==> src/hw/rtl/kehid_pkg.sv <==
// Types, constants and the key code to usage table of the HID report builder
package kehid_pkg;

	// Slot chain and table sizes
	localparam int SLOT_COUNT  = 6;
	localparam int MAP_ENTRIES = 101;
	localparam int TABLE_SIZE  = 101;
	localparam int OUT_FIELDS  = 6;
	localparam int USAGE_W     = 8;
	localparam int TABLE_IDX_W = $clog2(TABLE_SIZE);

	// Event type and key action codes
	localparam logic [15:0] EV_SYNC     = 16'd0;
	localparam logic [15:0] EV_KEY      = 16'd1;
	localparam logic [31:0] VAL_RELEASE = 32'd0;
	localparam logic [31:0] VAL_PRESS   = 32'd1;

	typedef logic [USAGE_W-1:0] usage_t;

	// Input event
	typedef struct packed {
		logic [15:0] event_type;
		logic [15:0] key_code;
		logic [31:0] event_value;
	} in_t;

	// Emitted report
	typedef struct packed {
		usage_t slot0_usage;
		usage_t slot1_usage;
		usage_t slot2_usage;
		usage_t slot3_usage;
		usage_t slot4_usage;
		usage_t slot5_usage;
	} out_t;

	// Command broadcast to every slot cell
	typedef struct packed {
		logic   press;
		logic   release_key;
		usage_t usage;
	} cmd_t;

	// Status passed from one cell to the next
	typedef struct packed {
		logic done;   // press already resolved further up the chain
		logic hit;    // released usage found further up the chain
	} link_t;

	localparam usage_t USAGE_TABLE [TABLE_SIZE] = '{
		8'd0,   8'd41,  8'd30,  8'd31,  8'd32,  8'd33,  8'd34,  8'd35,  8'd36,  8'd37,
		8'd38,  8'd39,  8'd45,  8'd46,  8'd42,  8'd43,  8'd20,  8'd26,  8'd8,   8'd21,
		8'd23,  8'd28,  8'd24,  8'd12,  8'd18,  8'd19,  8'd47,  8'd48,  8'd40,  8'd224,
		8'd4,   8'd22,  8'd7,   8'd9,   8'd10,  8'd11,  8'd13,  8'd14,  8'd15,  8'd51,
		8'd52,  8'd53,  8'd225, 8'd49,  8'd29,  8'd27,  8'd6,   8'd25,  8'd5,   8'd17,
		8'd16,  8'd54,  8'd55,  8'd56,  8'd229, 8'd85,  8'd226, 8'd44,  8'd57,  8'd58,
		8'd59,  8'd60,  8'd61,  8'd62,  8'd63,  8'd64,  8'd65,  8'd66,  8'd67,  8'd83,
		8'd71,  8'd95,  8'd96,  8'd97,  8'd86,  8'd92,  8'd93,  8'd94,  8'd87,  8'd89,
		8'd90,  8'd91,  8'd98,  8'd99,  8'd0,   8'd0,   8'd0,   8'd0,   8'd0,   8'd0,
		8'd0,   8'd0,   8'd0,   8'd0,   8'd0,   8'd0,   8'd0,   8'd228, 8'd0,   8'd0,
		8'd230
	};

	// Map a key code to its usage; 0 for ignored or unmapped codes
	function automatic usage_t lookup_usage(input logic [15:0] code);
		usage_t u;
		u = '0;
		if (code != 16'd0 && code < 16'(MAP_ENTRIES) && code < 16'(TABLE_SIZE)) begin
			u = USAGE_TABLE[code[TABLE_IDX_W-1:0]];
		end
		return u;
	endfunction

endpackage

==> src/hw/rtl/key_event_to_hid_report.sv <==
// Key event to HID boot keyboard report builder, top level
// One event is taken per clock while in_ready is high: a chain of slot cells
// resolves a press or release, each cell comparing its usage to the event and
// passing done/hit status to the next, and a released slot pulling its right
// neighbor's value. A sync event with report_enable set yields one report of
// the six slots. Reports sit in a two-entry buffer (output register plus skid
// register), so in_ready drops only while both entries hold reports that the
// consumer has not taken; otherwise in_ready stays high. cfg_ready is always
// high and a configuration write takes effect on the next cycle.
module key_event_to_hid_report (
	input  logic            clk,
	input  logic            arst_n,
	input  logic            cfg_valid,
	output logic            cfg_ready,
	input  logic            cfg_data,
	input  logic            in_valid,
	output logic            in_ready,
	input  kehid_pkg::in_t  in_data,
	output logic            out_valid,
	input  logic            out_ready,
	output kehid_pkg::out_t out_data
);

	logic              report_enable_q;
	logic              in_fire;
	kehid_pkg::usage_t usage;
	kehid_pkg::cmd_t   cmd;
	logic              emit;
	kehid_pkg::out_t   report;
	kehid_pkg::usage_t slot_val [kehid_pkg::SLOT_COUNT];
	kehid_pkg::usage_t slot_pad [kehid_pkg::OUT_FIELDS];
	kehid_pkg::link_t  link [kehid_pkg::SLOT_COUNT+1];

	// Configuration register
	assign cfg_ready = 1'b1;

	always_ff @(posedge clk or negedge arst_n) begin
		if (!arst_n) begin
			report_enable_q <= 1'b0;
		end else if (cfg_valid) begin
			report_enable_q <= cfg_data;
		end
	end

	// Event decode
	assign in_fire = in_valid & in_ready;
	assign usage   = kehid_pkg::lookup_usage(in_data.key_code);

	always_comb begin
		cmd.usage       = usage;
		cmd.press       = 1'b0;
		cmd.release_key = 1'b0;
		if (in_fire && in_data.event_type == kehid_pkg::EV_KEY && usage != '0) begin
			cmd.press       = (in_data.event_value == kehid_pkg::VAL_PRESS);
			cmd.release_key = (in_data.event_value == kehid_pkg::VAL_RELEASE);
		end
	end

	assign emit = in_fire & report_enable_q & (in_data.event_type == kehid_pkg::EV_SYNC);

	// Slot cell chain
	assign link[0] = '0;

	for (genvar i = 0; i < kehid_pkg::SLOT_COUNT; i++) begin : g_cell
		kehid_pkg::usage_t next_slot;
		if (i + 1 < kehid_pkg::SLOT_COUNT) begin : g_mid
			assign next_slot = slot_val[i+1];
		end else begin : g_last
			assign next_slot = '0;
		end

		kehid_cell u_cell (
			.clk       (clk),
			.arst_n    (arst_n),
			.cmd       (cmd),
			.link_in   (link[i]),
			.next_slot (next_slot),
			.link_out  (link[i+1]),
			.slot      (slot_val[i])
		);
	end

	// Report assembly; fields past the slot count read zero
	for (genvar j = 0; j < kehid_pkg::OUT_FIELDS; j++) begin : g_pad
		if (j < kehid_pkg::SLOT_COUNT) begin : g_slot
			assign slot_pad[j] = slot_val[j];
		end else begin : g_zero
			assign slot_pad[j] = '0;
		end
	end

	assign report.slot0_usage = slot_pad[0];
	assign report.slot1_usage = slot_pad[1];
	assign report.slot2_usage = slot_pad[2];
	assign report.slot3_usage = slot_pad[3];
	assign report.slot4_usage = slot_pad[4];
	assign report.slot5_usage = slot_pad[5];

	// Output buffering
	kehid_out_buf u_out_buf (
		.clk        (clk),
		.arst_n     (arst_n),
		.push       (emit),
		.push_data  (report),
		.push_ready (in_ready),
		.out_valid  (out_valid),
		.out_ready  (out_ready),
		.out_data   (out_data)
	);

endmodule

==> src/hw/rtl/kehid_cell.sv <==
// One usage slot of the chain: insert on press, shift down on release
module kehid_cell (
	input  logic                   clk,
	input  logic                   arst_n,
	input  kehid_pkg::cmd_t        cmd,
	input  kehid_pkg::link_t       link_in,
	input  kehid_pkg::usage_t      next_slot,
	output kehid_pkg::link_t       link_out,
	output kehid_pkg::usage_t      slot
);

	kehid_pkg::usage_t slot_q;
	logic              match;
	logic              free;
	logic              do_insert;
	logic              do_shift;

	// Compare against the broadcast usage
	assign match = (slot_q == cmd.usage);
	assign free  = (slot_q == '0);

	// Press stops at the first equal or free slot; release marks everything from the hit on
	assign link_out.done = link_in.done | (cmd.press & (match | free));
	assign link_out.hit  = link_in.hit | (cmd.release_key & match);

	assign do_insert = cmd.press & ~link_in.done & free & ~match;
	assign do_shift  = cmd.release_key & link_out.hit;

	// Slot register
	always_ff @(posedge clk or negedge arst_n) begin
		if (!arst_n) begin
			slot_q <= '0;
		end else if (do_insert) begin
			slot_q <= cmd.usage;
		end else if (do_shift) begin
			slot_q <= next_slot;
		end
	end

	assign slot = slot_q;

endmodule

==> src/hw/rtl/kehid_out_buf.sv <==
// Two-entry report buffer: output register plus skid register
module kehid_out_buf (
	input  logic            clk,
	input  logic            arst_n,
	input  logic            push,
	input  kehid_pkg::out_t push_data,
	output logic            push_ready,
	output logic            out_valid,
	input  logic            out_ready,
	output kehid_pkg::out_t out_data
);

	logic            out_valid_q;
	kehid_pkg::out_t out_data_q;
	logic            skid_valid_q;
	kehid_pkg::out_t skid_data_q;
	logic            out_free;

	assign out_free   = ~out_valid_q | out_ready;
	assign push_ready = ~skid_valid_q;

	// Valid flags
	always_ff @(posedge clk or negedge arst_n) begin
		if (!arst_n) begin
			out_valid_q  <= 1'b0;
			skid_valid_q <= 1'b0;
		end else if (out_free) begin
			out_valid_q  <= skid_valid_q | push;
			skid_valid_q <= 1'b0;
		end else if (push) begin
			skid_valid_q <= 1'b1;
		end
	end

	// Payload registers
	always_ff @(posedge clk) begin
		if (out_free) begin
			if (skid_valid_q) begin
				out_data_q <= skid_data_q;
			end else if (push) begin
				out_data_q <= push_data;
			end
		end else if (push) begin
			skid_data_q <= push_data;
		end
	end

	assign out_valid = out_valid_q;
	assign out_data  = out_data_q;

endmodule

==> config.mk <==
export PLATFORM = sky130hd
export DESIGN_NAME = key_event_to_hid_report
export DESIGN_NICKNAME = d
export VERILOG_FILES = /design/src/hw/rtl/kehid_pkg.sv /design/src/hw/rtl/key_event_to_hid_report.sv /design/src/hw/rtl/kehid_cell.sv /design/src/hw/rtl/kehid_out_buf.sv
export SDC_FILE = /design/constraint.sdc
export NUM_CORES = 1
export LEC_CHECK = 0
export BUFFER_PORTS_ARGS = -buffer_cell sky130_fd_sc_hd__buf_2
export CAP_MARGIN = 10
export CORE_ASPECT_RATIO = 1.5
export CORE_MARGIN = 5
export CORE_UTILIZATION = 30
export DETAILED_ROUTE_END_ITERATION = 10
export MAX_ROUTING_LAYER = met4
export SLEW_MARGIN = 20
export SYNTH_ARGS = -nofsm -noshare
export SYNTH_HDL_FRONTEND = slang
export SYNTH_SLANG_ARGS = --single-unit
==> constraint.sdc <==
create_clock -name clk -period 7.28 [get_ports clk]
set_input_delay 1.092 -clock clk [delete_from_list [all_inputs] [get_ports clk]]
set_output_delay 1.092 -clock clk [all_outputs]
set_load 0.01 [all_outputs]
==> summary by stage, run 1 <==
Outcome
The run finished with clean final reports.

Synth
After synthesis the cells add up to 7900 sq um. The number of synthesized flops with an enable pin is 96. After synthesis, the mean cell area works out to between 10 and 15 sq um. The Yosys step of the flow raised 0 warnings. Summing the areas of all compound-gate instances in the mapped netlist gives 11.6% of the synthesized area. Of the total synthesized cell area, the portion taken by XOR and XNOR cells is 4.33%.

Of the synthesized area, sequential elements account for 52.7%. The number of standard cells after synthesis is 668. Measured against the total synthesized area, the mux share comes to 11.6%. For this run, the leading register cell type out of synthesis is edfxtp_1.

The number of different library cells in the post-synthesis netlist is 76. After synthesis the netlist holds a flip-flop and latch count of 147. The post-synthesis simple-gate area fraction is 15.1%. The combinational family with the most area after synthesis is simple AND/OR/NAND/NOR gates. After Yosys synthesis, full adders, half adders and majority gates account for under 10% of the synthesized area. The synthesized netlist net count is 748. For this run, asynchronously set or reset flops after synthesis account for about a third.

Route
The average via count per standard cell is 5.24. In the final routed layout, each cell accounts on average for roughly 20 um. The count of vias placed by the detailed router is ~5900. In the routed design, unresolved DRC markers number 0. Once detail routing completed, the nets flagged for antenna violations numbered 0. The DRC violation total after the first TritonRoute iteration is 335.

The first TritonRoute pass finished after 5 iterations. The aggregate routed wire length is 22000 um.

Final layout
Counting the fill cells in the layout gives approximately 2500. The fraction of final layout cells sized beyond drive strength 1 is between 20% and 30%. The library cells used most frequently in the layout, excluding fill and tap cells, are buf_2 (119), edfxtp_1 (96), dfrtp_1 (50). The area of the multi-input gates is between 3000 and 4000 sq um.

The number of diodes added for antenna fixing is 0. The most common library cell in the layout ignoring fill and taps is buf_2. The final-stage net count is 861.

The area growth from synthesis to layout is 19.7%. Registers take ~4200 sq um.

Timing
Setup violations remaining at the end of the flow were counted as 0. Counting I/O delays and the setup requirement, the final critical path takes ~5.5 ns. The final sum of negative setup slack is 0 ns. The worst pin sits at a relative slew slack of between 20% and 30%. The worst-case clock skew is 0.0124 ns. The number of hold violations in the final report is 0. The final period utilization is 75.0%. The number of pins with negative max-slew slack in the final report is 0. Setup repair after global routing left no endpoint under its margin. The maximum clock rate is 0.183 GHz.

The transition at the pin with the smallest max-transition slack is 1.05 ns.

CTS
Clock-pin slew was measured on the worst setup and hold paths at 0.07 ns. The master cell of the clock root buffer is clkbuf_16. The longest clock path from root to sink contains 2 buffers. The hold-fix buffer count after cts is 0. The number of gates resized after CTS was 0.

Clock latency on the worst-skew pair, taken at its later pin, is roughly 0.42 ns. The clock tree from TritonCTS is done. The number of sinks on the clock net is between 100 and 150. In this run the post-CTS setup repair buffer count came out at 0.

In this run, CTS created clock tree buffers numbering 17. The number of H-tree levels is 4.

Worst setup path
The worst setup path is captured at a flip-flop. The number of buffer and inverter stages on the critical path is 2. Setup slack on the worst reg-to-reg path comes out at 4.12 ns. The type of origin of the critical path is an input port. The total stage count of the critical path is 13.

Traced cell by cell, the critical path runs through buf_2 > inv_1 > ha_1 > nand2b_1 > a211oi_1 > or3_1 > or4b_4 > xor2_1 > nand4_1 > or4_2 > nor2b_1 > mux2i_1 > o21ai_0. In this design, the largest share of critical-path delay is due to simple AND/OR/NAND/NOR gates. The worst setup path category is input port to flip-flop. On the worst path, the slowest cell contributes a delay of 0.78 ns. STA puts the critical path data arrival time at 5.74 ns. For the worst setup path, the data required time is around 7.6 ns. The path depth of the worst reg2reg path is 8. The worst-path maximum fanout is 19. The largest individual stage delay along the critical path comes from the cell nor2b_1.

Placement
The count of input and output buffers is 119. The total half-perimeter wirelength after legalization and detailed placement is approximately 16000 um. The last weighted congestion value of the routability-driven placer is 0.945.

Global routing
The number of antenna violations at the first check in global routing is 0. Global routing finished with a remaining overflow of 0. The overall track demand over capacity in global routing is ~15%. The via count of the first global-routing pass was 5910. The first global-routing pass estimated about 34000 um of wire. Entering global routing, the biggest net connects between 50 and 60 pins.

Run
The max-cap check violation count is 0.

Hold path
Along the worst hold path, the cell count comes to 1. The worst hold path belongs to the class flip-flop to flip-flop.

Die
The die is 142 um wide. The chip height is ~210 um. The initial standard-cell utilization of the core is 30.5%.

The core footprint is 25900 sq um. The initialized floorplan defines 72 standard-cell rows. In this run the count of I/O pins placed on the die edge is 121. The die covers 29700 sq um.

Pwr
The overall power after layout is slightly below 2 mW. For this design the static power due to leakage is 3.59 nW. Dividing total power by cell area gives a power density of 205 nW/um^2. The worst-case IR drop observed on VDD is 0.127 mV.
-- worst register-to-register path: stages, from the launching register on --
cell and delay (ns):
dfrtp_2 0.39, inv_1 0.14, nand3_1 0.11, nor3_1 0.52, and4_1 0.32, and2_0 0.36, nor2b_1 0.82, mux2i_1 0.26
o21ai_0 0.12
-- cell type report --
cell class	instances	area share (%)
Inverter	21	0.834
Sequential cell	147	44.0
Tap cell	333	4.41
Clock inverter	11	1.88
Clock buffer	21	4.87
Multi-Input combinational cell	470	37.3
Timing Repair Buffer	124	6.70
-- sequential cells by signal, indices dropped and copies added, names as in the netlist --
| name | flops |
|---|---|
| g_cell.u_cell.slot | 48 |
| report_enable_q | 1 |
| u_out_buf.out_data | 48 |
| u_out_buf.out_valid | 1 |
| u_out_buf.skid_data_q | 48 |
| u_out_buf.skid_valid_q | 1 |
-- power by group --
| group | switching (mW) | internal (mW) |
|---|---|---|
| sequential | 0.000417 | 0.883 |
| clock | 0.344 | 0.595 |
| combinational | 0.0696 | 0.0414 |
| total | 0.414 | 1.52 |
-- kinds of logic (layout without fill, tap and decap cells) --
logic type      count (synthesis)  in the layout
mux                            83             83
xor+xnor                       39             39
simple gates                  199            199
other cells                     1              1
fa+ha+maj                      10             10
compound gates                138            138
flops                         147            147
buf+inv                        51            177
-- path summary, 6_finish.rpt --
check                                          start                       end
max                                      in_data[33]  g_cell[0].u_cell.slot[5]
min                        u_out_buf.skid_data_q[26]    u_out_buf.out_data[26]
max reg2reg                   u_out_buf.skid_valid_q  g_cell[0].u_cell.slot[5]
min reg2reg                u_out_buf.skid_data_q[26]    u_out_buf.out_data[26]
max in group asynchronous                     arst_n  g_cell[3].u_cell.slot[1]
min in group asynchronous                     arst_n       u_out_buf.out_valid
-- routing by layer --
layer | routed length (um) | track usage [%]
met1 | 8710 | 17.8
met2 | 11600 | 26.0
met3 | 922 | 1.69
met4 | 743 | 6.59
met5 | 0 | -
-- cell usage after synthesis (8+ instances only) --
cell / count / share of area (%)
nor2_1: 30 / 1.4
nand2b_1: 15 / 1.2
dfrtp_1: 51 / 16
edfxtp_1: 96 / 37
nor3_1: 14 / 0.89
buf_2: 14 / 0.89
a32oi_1: 8 / 0.89
mux2i_1: 35 / 4.4
ha_1: 10 / 1.6
nor2b_1: 11 / 0.87
nand2_1: 36 / 1.7
a21oi_1: 26 / 1.6
mux2_2: 46 / 6.6
inv_1: 19 / 0.90
a22o_1: 9 / 1.0
xnor2_1: 24 / 2.7
xor2_1: 15 / 1.7
o21ai_1: 11 / 0.70
o21ai_0: 38 / 2.4
nor4_1: 24 / 1.9
nand3_1: 12 / 0.76
-- metrics by stage --
step | util [%] | hold slack, ns | cells | area (sq um) | worst slack [ns]
2_1_floorplan | - | 0.423 | 668 | 7900 | 1.31
3_3_place_gp | 34.1 | 0.518 | 1095 | 8810 | 1.57
3_5_place_dp | 34.1 | 0.530 | 1095 | 8810 | 1.46
4_1_cts | 36.5 | 0.545 | 1127 | 9440 | 1.87
5_1_grt | 36.5 | 0.553 | 1127 | 9450 | 1.54
6_report | 36.5 | 0.542 | 1127 | 9450 | 1.82
Note: power is estimated with default switching activity, not from simulation.
==> run 2, diff against run 1 <==
--- a/config.mk
+++ b/config.mk
@@ -5,6 +5,7 @@
 export SDC_FILE = /design/constraint.sdc
 export NUM_CORES = 1
 export LEC_CHECK = 0
+export ABC_AREA = 1
 export BUFFER_PORTS_ARGS = -buffer_cell sky130_fd_sc_hd__buf_2
 export CAP_MARGIN = 10
 export CORE_ASPECT_RATIO = 1.5
==> constraint.sdc (replaced) <==
create_clock -name clk -period 4.6 [get_ports clk]
set_input_delay 0.69 -clock clk [delete_from_list [all_inputs] [get_ports clk]]
set_output_delay 0.69 -clock clk [all_outputs]
set_load 0.01 [all_outputs]
==> summary by stage, run 2 <==
Worst setup path
The arrival time reported for the critical path endpoint is 4.21 ns (was 5.74 ns). The reg2reg setup slack is 1.45 ns (was 4.12 ns). The reg-to-reg critical path endpoint is g_cell[5].u_cell.slot[6] (was g_cell[0].u_cell.slot[5]).

The worst stage delay on the critical path is 0.63 ns (was 0.78 ns). The worst-path maximum fanout is 12 (was 19). The worst setup path category is input port to flip-flop (unchanged). The type of element capturing the critical path is a flip-flop (unchanged). The critical path data required time is 4.92 ns (was 7.56 ns). The path depth of the worst reg2reg path is 12 (was 8).

The type of origin of the critical path was an input port (unchanged). Crit-path cells: buf_2 > inv_1 > ha_1 > inv_1 > nand2_1 > nand3_1 > nand2_1 > nand3_4 > a21oi_2 > nand2_2 > nand2_1 > nor2_2 > nand2_4 > nand2_4 > nor2_1 > o21ai_1 > nand2_4 > inv_4 > nand2_1 > nand2_1 (was buf_2 > inv_1 > ha_1 > nand2b_1 > a211oi_1 > or3_1 > or4b_4 > xor2_1 > nand4_1 > or4_2 > nor2b_1 > mux2i_1 > o21ai_0). The launch point of the worst reg-to-reg path is u_out_buf.skid_valid_q (unchanged). Among the stages of the critical path, the cell type that occurs most often is nand2_1. The slowest cell on the critical path is nor2_1 (was nor2b_1).

Global routing
The total global routing overflow is 0 (unchanged). The via count of the first global-routing pass is 8547 (was 5910). The number of antenna violations at the first check in global routing is 0 (unchanged). The first-pass GRT wire length is 48600 um (was 34400 um). The maximum number of pins on one net before global-route repair is 78 (was 54). The overall track demand over capacity in global routing is 19.9% (was 15.2%).

Synth
The xor and xnor area share after synthesis was 0.887% (was 4.33%). Ranking of synthesized cells by instance count: nand2_1 (418), nand3_1 (163), inv_1 (103) (was edfxtp_1 (96), dfrtp_1 (51), mux2_2 (46)). The most common flop cell mapped by yosys is edfxtp_1 (unchanged).

The share of synthesized cell area in full adder, half adder and majority cells is 1.41% (was 1.58%). The total standard cell area after synthesis is 8880 sq um (was 7900 sq um). The sequential cell area fraction in the yosys report came to 46.8% (was 52.7%). The combinational family with the most area after synthesis was simple AND/OR/NAND/NOR gates (unchanged).

The fraction of synthesized cell area taken by the top area cell type is 32.5% (was 36.5%). The number of warnings printed during yosys synthesis came to 0 (unchanged). The share of synthesized flip-flops with an asynchronous set or reset is 34.7% (unchanged).

The cell type with the highest aggregate area in the netlist was edfxtp_1 (unchanged). The post-synthesis simple-gate area fraction is 38.6% (was 15.1%). The register bit total from synthesis is 147 (unchanged).

The synthesized netlist net count is 1226 (was 748). The average cell area after synthesis is 7.75 sq um (was 11.8 sq um). The cell with the most instances after synthesis is nand2_1 (was edfxtp_1). The multiplexer area fraction after synthesis was 0% (was 11.6%).

Cell types with the largest area share after synthesis: edfxtp_1 (32%), nand2_1 (18%), dfrtp_1 (14%) (was edfxtp_1 (37%), dfrtp_1 (16%), mux2_2 (6.6%)). The number of different library cells in the post-synthesis netlist is 42 (was 76). The number of synthesized flops with an enable pin is 96 (unchanged). The number of standard cells after synthesis was 1146 (was 668). The post-synthesis compound-gate area fraction came to 5.46% (was 11.6%).

CTS
The number of clock buffers inserted by TritonCTS is 17 (unchanged). The number of buffers between clock root and the deepest sink is 2 (unchanged). The post-CTS setup repair buffer count is 0 (unchanged). The clock latency of the later-clocked register in the worst-skew pair is 0.43 ns (was 0.42 ns). The number of H-tree levels is 4 (unchanged). The hold-fix buffer count after cts is 0 (unchanged). The clock transition time at the flip-flop clock pins of the worst setup and hold paths is 0.07 ns (about the same). The clock tree from TritonCTS is done (unchanged).

The master cell of the clock root buffer is clkbuf_16 (unchanged). The number of sinks on the clock net is 147 (unchanged). The number of gates resized after CTS is 0 (unchanged).

Die
The I/O pin total is 121 (unchanged). The core footprint is 29400 sq um (was 25900 sq um). The area enclosed by the die boundary is 33200 sq um (was 29700 sq um). The total number of placement rows came to 77 (was 72). The initial standard-cell utilization of the core is 30.2% (was 30.5%). The chip height is 221 um (was 209 um).

The overall die width is 151 um (was 142 um).

Timing
The final worst hold slack is 0.390 ns (was 0.542 ns). The final period utilization is 84.6%. The shortest period the worst path allows is 3.89 ns.

The worst slew slack as a fraction of its limit is 45.6% (was 29.8%). The worst-case clock skew is 0.0106 ns (was 0.0124 ns). The transition at the pin with the smallest max-transition slack is 0.813 ns (was 1.05 ns).

The maximum clock rate is 0.257 GHz. The number of hold violations in the final report is 0 (unchanged). RSZ-0062 raised after global routing: false (unchanged). The number of pins with negative max-slew slack in the final report came to 0 (unchanged). The final setup violation count came to 0 (unchanged). The final sum of negative setup slack is 0 ns (unchanged).

Route
The DRC violation total after the first TritonRoute iteration is 575 (was 335). The length of the first detailed-routing pass in iterations is 6 (was 5). The aggregate routed wire length is 31100 um (was 22000 um). The post-detailed-route DRC marker count is 0 (unchanged). The mean routed wirelength per cell was 18.4 um (was 19.5 um).

The count of vias placed by the detailed router is 8482 (was 5905). The average via count per standard cell is 5.03 (was 5.24). The number of nets still failing antenna checks after routing is 0 (unchanged).

Pwr
The leakage power total was 5.00 nW (was 3.59 nW). The cell area power density came to 291 nW/um^2 (was 205 nW/um^2). The net load switching power was 0.709 mW (was 0.414 mW). The cell-internal power is 2.37 mW (was 1.52 mW). The switching fraction of total power is 23.0% (was 21.4%). The sequential cell fraction of total power is 45.3% (was 45.7%). The clock network fraction of design power came to 48.4% (was 48.6%). The largest vdd supply drop is 0.153 mV (was 0.127 mV). The combinational power share is 6.3% (was 5.7%).

Final layout
The most common library cell in the layout ignoring fill and taps is nand2_1 (was buf_2). The final-stage net count was 1357 (was 861). The number of diodes added for antenna fixing is 0 (unchanged). The fraction of final layout cells sized beyond drive strength 1 came to 17.8% (was 28.8%).

The area of all placed cells without fillers is 10600 sq um (was 9450 sq um). The signed area change from the synthesized netlist to the final layout is 19.4% (was 19.7%). Leading cell types in the layout, fill and taps excluded: nand2_1 (418), nand3_1 (163), buf_2 (119) (was buf_2 (119), edfxtp_1 (96), dfrtp_1 (50)).

The count of fill cells added during filler insertion is 3103 (was 2539).

Hold path
The class of the most critical hold timing path is input port to asynchronous set/reset pin (was flip-flop to flip-flop).

Placement
The count of input and output buffers is 119 (unchanged). The total half-perimeter wirelength after legalization and detailed placement was 24200 um (was 16000 um). The placement-stage cell area is 9980 sq um (was 8810 sq um). The last weighted congestion value of the routability-driven placer is 1.00 (was 0.945).

Outcome
Result of the run: finished clean (unchanged).

Run
The max-cap check violation count came to 0 (unchanged).
## run 2: cell count changes after synthesis, sizes merged, moves of 35 or more
cell | before | now
mux2i | 35 | 0
mux2 | 46 | 0
inv | 21 | 109
nor2 | 31 | 88
nand2 | 36 | 431
nand3 | 13 | 169
## run 2: cell families after synthesis
| family | after synthesis |
|---|---|
| simple gates | 756 |
| buf+inv | 139 |
| compound gates | 84 |
| flops | 147 |
| fa+ha+maj | 10 |
| other cells | 1 |
| xor+xnor | 9 |
## run 2: worst max-delay path by stage
stage	startpoint	endpoint	slack, ns	depth (start not counted)
2_1_floorplan	in_data[53]	u_out_buf.out_data[0]	0.68	5
3_5_place_dp	in_data[33]	g_cell[2].u_cell.slot[6]	0.30	20
3_3_place_gp	in_data[33]	g_cell[2].u_cell.slot[3]	0.40	20
4_1_cts	in_data[33]	g_cell[2].u_cell.slot[6]	0.74	20
6_report	in_data[33]	g_cell[2].u_cell.slot[6]	0.71	20
5_1_grt	in_data[33]	g_cell[2].u_cell.slot[6]	0.35	20
## run 2: per-layer routing
layer	part of all wire [%]	up-vias	global-route usage, %
li1	-	4095	-
met1	38	3938	21.9
met2	51	352	33.9
met3	5.1	97	2.38
met4	6.5	0	12.6
met5	0	-	-
## run 2: power groups by stage
stage                     clock, mW  combinational (mW)  sequential, mW
after floorplan                   0               0.107            1.42
after global routing           1.57               0.217            1.40
after detailed placement          0               0.194            1.42
final                          1.49               0.194            1.40
after CTS                      1.52               0.194            1.40
after global placement            0               0.197            1.42
## run 2: cell type report
type / instances / area [sq um] / share of cell area, %
Clock buffer: 18 / 429 / 4.05
Timing Repair Buffer: 141 / 761 / 7.17
Multi-Input combinational cell: 860 / 4140 / 39.0
Sequential cell: 147 / 4160 / 39.2
Tap cell: 395 / 494 / 4.66
Clock inverter: 14 / 199 / 1.88
Inverter: 110 / 423 / 3.99
## run 2: per-stage QoR
stage	total power, mW	utilization, %	instances	setup WS (ns)
2_1_floorplan	1.53	-	1146	0.682
3_3_place_gp	1.62	34.0	1653	0.399
3_5_place_dp	1.62	34.0	1653	0.303
4_1_cts	3.11	36.1	1685	0.741
5_1_grt	3.19	36.1	1685	0.347
6_report	3.08	36.1	1685	0.710
## run 2: worst max-delay path, delay by kind of cell
kind | cells | cell delay (ns)
buffers and inverters | 4 | 0.57
AND/OR/NAND/NOR | 13 | 1.97
AO/OA/AOI/OAI | 2 | 0.69
adder cells (fa/ha/maj) | 1 | 0.29
==> run 3, diff against run 2 <==
==> constraint.sdc (replaced) <==
create_clock -name clk -period 3.5 [get_ports clk]
set_input_delay 0.525 -clock clk [delete_from_list [all_inputs] [get_ports clk]]
set_output_delay 0.525 -clock clk [all_outputs]
set_load 0.01 [all_outputs]
==> summary by stage, run 3 (synthesis gave the netlist of run 2 again) <==
Outcome
Result of the run: finished clean (unchanged).

Die
The chip height was 221 um (unchanged). The initial standard-cell utilization of the core is 30.2% (unchanged). The I/O pin total came to 121 (unchanged).

The core footprint was 29400 sq um (unchanged). The overall die width came to 151 um (unchanged). The total number of placement rows is 77 (unchanged). The area enclosed by the die boundary is 33200 sq um (unchanged).

Worst setup path
The arrival time reported for the critical path endpoint came to 3.55 ns (was 4.21 ns). The type of origin of the critical path is an input port (unchanged). The reg2reg setup slack was 0.94 ns (was 1.45 ns). The reg-to-reg critical path endpoint is g_cell[5].u_cell.slot[1] (was g_cell[5].u_cell.slot[6]).

The path depth of the worst reg2reg path is 13 (was 12). The critical path data required time is 3.87 ns (was 4.92 ns). The worst setup path category is input port to flip-flop (unchanged).

The launch point of the worst reg-to-reg path is u_out_buf.skid_valid_q (unchanged). The worst-path maximum fanout is 7 (was 12). The type of element capturing the critical path is a flip-flop (unchanged).

Final layout
The most common library cell in the layout ignoring fill and taps is nand2_1 (unchanged). The signed area change from the synthesized netlist to the final layout is 26.3% (was 19.4%). The number of diodes added for antenna fixing is 0 (unchanged). The fraction of final layout cells sized beyond drive strength 1 came to 22.3% (was 17.8%). Leading cell types in the layout, fill and taps excluded: nand2_1 (418), nand3_1 (163), buf_2 (119) (unchanged). The final standard cell count with taps included and fillers excluded is 1763 (was 1685). The area of all placed cells without fillers is 11200 sq um (was 10600 sq um).

The final-stage net count is 1435 (was 1357).

CTS
The clock tree from TritonCTS was done (unchanged). The number of H-tree levels is 4 (unchanged). The number of clock buffers inserted by TritonCTS is 17 (unchanged). The number of gates resized after CTS was 0 (unchanged). The number of buffers between clock root and the deepest sink is 2 (unchanged).

The hold-fix buffer count after cts is 0 (unchanged). The clock latency of the later-clocked register in the worst-skew pair is 0.44 ns (was 0.43 ns). The master cell of the clock root buffer is clkbuf_16 (unchanged). The post-CTS setup repair buffer count is 0 (unchanged). The number of sinks on the clock net is 147 (unchanged).

The clock transition time at the flip-flop clock pins of the worst setup and hold paths is 0.07 ns (about the same).

Timing
The shortest period the worst path allows is 3.18 ns. The worst slew slack as a fraction of its limit is 48.0% (was 45.6%). Of the available clock period, the critical path in the final layout requires 90.8%.

The worst-case clock skew is 0.0133 ns (was 0.0106 ns). RSZ-0062 raised after global routing: false (unchanged). The transition at the pin with the smallest max-transition slack came to 0.781 ns (was 0.813 ns). The final setup violation count came to 0 (unchanged). The number of pins with negative max-slew slack in the final report is 0 (unchanged). The final worst hold slack came to 0.170 ns (was 0.390 ns).

Timing would allow up to 0.315 GHz. The number of hold violations in the final report came to 0 (unchanged). The post-layout worst setup margin is 0.323 ns (was 0.710 ns).

Placement
The last weighted congestion value of the routability-driven placer is 1.01 (was 1.00). The total half-perimeter wirelength after legalization and detailed placement was 24800 um (was 24200 um). The count of input and output buffers was 119 (unchanged). The placement-stage cell area was 10600 sq um (was 9980 sq um).

The post-placement worst setup slack is -0.0313 ns (was 0.303 ns). The cell total after placement was 1731 (was 1653).

Hold path
The class of the most critical hold timing path is input port to asynchronous set/reset pin (unchanged).

Route
The mean routed wirelength per cell is 17.8 um (was 18.4 um). The length of the first detailed-routing pass in iterations is 5 (was 6). The DRC violation total after the first TritonRoute iteration is 562 (was 575).

The aggregate routed wire length is 31400 um (was 31100 um). The count of vias placed by the detailed router came to 8653 (was 8482). The post-detailed-route DRC marker count came to 0 (unchanged). The number of nets still failing antenna checks after routing came to 0 (unchanged). The average via count per standard cell was 4.91 (was 5.03).

Pwr
The largest vdd supply drop is 0.263 mV (was 0.153 mV). The cell area power density came to 354 nW/um^2 (was 291 nW/um^2). The leakage power total is 5.37 nW (was 5.00 nW). The overall power after layout is 3.97 mW (was 3.08 mW).

Global routing
The first-pass GRT wire length is 48600 um (about the same). The total global routing overflow came to 0 (unchanged). The number of antenna violations at the first check in global routing is 0 (unchanged). The maximum number of pins on one net before global-route repair is 73 (was 78). The via count of the first global-routing pass came to 8717 (was 8547). The overall track demand over capacity in global routing is 19.8% (was 19.9%).

Run
The max-cap check violation count came to 0 (unchanged).
[run 3: how the worst max path moves through the flow]
stage	from	to	slack (ns)
2_1_floorplan	in_data[53]	u_out_buf.out_data[0]	0.52
3_3_place_gp	in_data[33]	g_cell[2].u_cell.slot[3]	0.02
3_5_place_dp	in_data[33]	g_cell[2].u_cell.slot[3]	-0.03
4_1_cts	in_data[33]	g_cell[2].u_cell.slot[3]	0.42
5_1_grt	in_data[33]	g_cell[2].u_cell.slot[3]	0.08
6_report	in_data[33]	g_cell[2].u_cell.slot[3]	0.32
[run 3: routing by layer]
metal	vias up	GRT usage [%]	part of all wire (%)
met3	77	2.56	4.9
li1	4250	-	-
met1	3992	21.4	37
met5	-	-	0
met4	0	8.79	4.2
met2	334	36.0	53
[run 3: layout make-up]
type	count	area [sq um]
sequential	147	4160
timing repair buffer	219	1410
clock inverter	14	150
inverter	110	423
fill	3035	18200
multi-input combinational	860	4140
clock buffer	18	439
tap	395	494
[run 3: power by group]
part	leakage [nW]	switching (mW)	internal, mW
Combinational	3.59	0.181	0.110
Clock	0.283	0.767	1.08
Sequential	1.50	0.000311	1.84
Total	5.37	0.948	3.02
[run 3: worst max-delay path, cell delays in order]
cell,delay (ns)
buf_2,0.10
inv_1,0.16
ha_1,0.23
nand2_1,0.22
o21ai_0,0.30
nand2_1,0.09
nand2_1,0.21
nand2_2,0.22
nand3_1,0.17
nor2_1,0.08
nand2_4,0.09
nand2_4,0.07
nor2_2,0.23
nor3b_4,0.30
nand2_4,0.10
buf_4,0.17
nand2_1,0.06
nand3_1,0.12
nand2_1,0.08
[run 3: through the flow]
step                utilization [%]  TNS, ns
global placement               36.2        0
detailed placement             36.2  -0.0313
finish                         38.2        0
CTS                            38.2        0
global route                   38.2        0
floorplan                         -        0
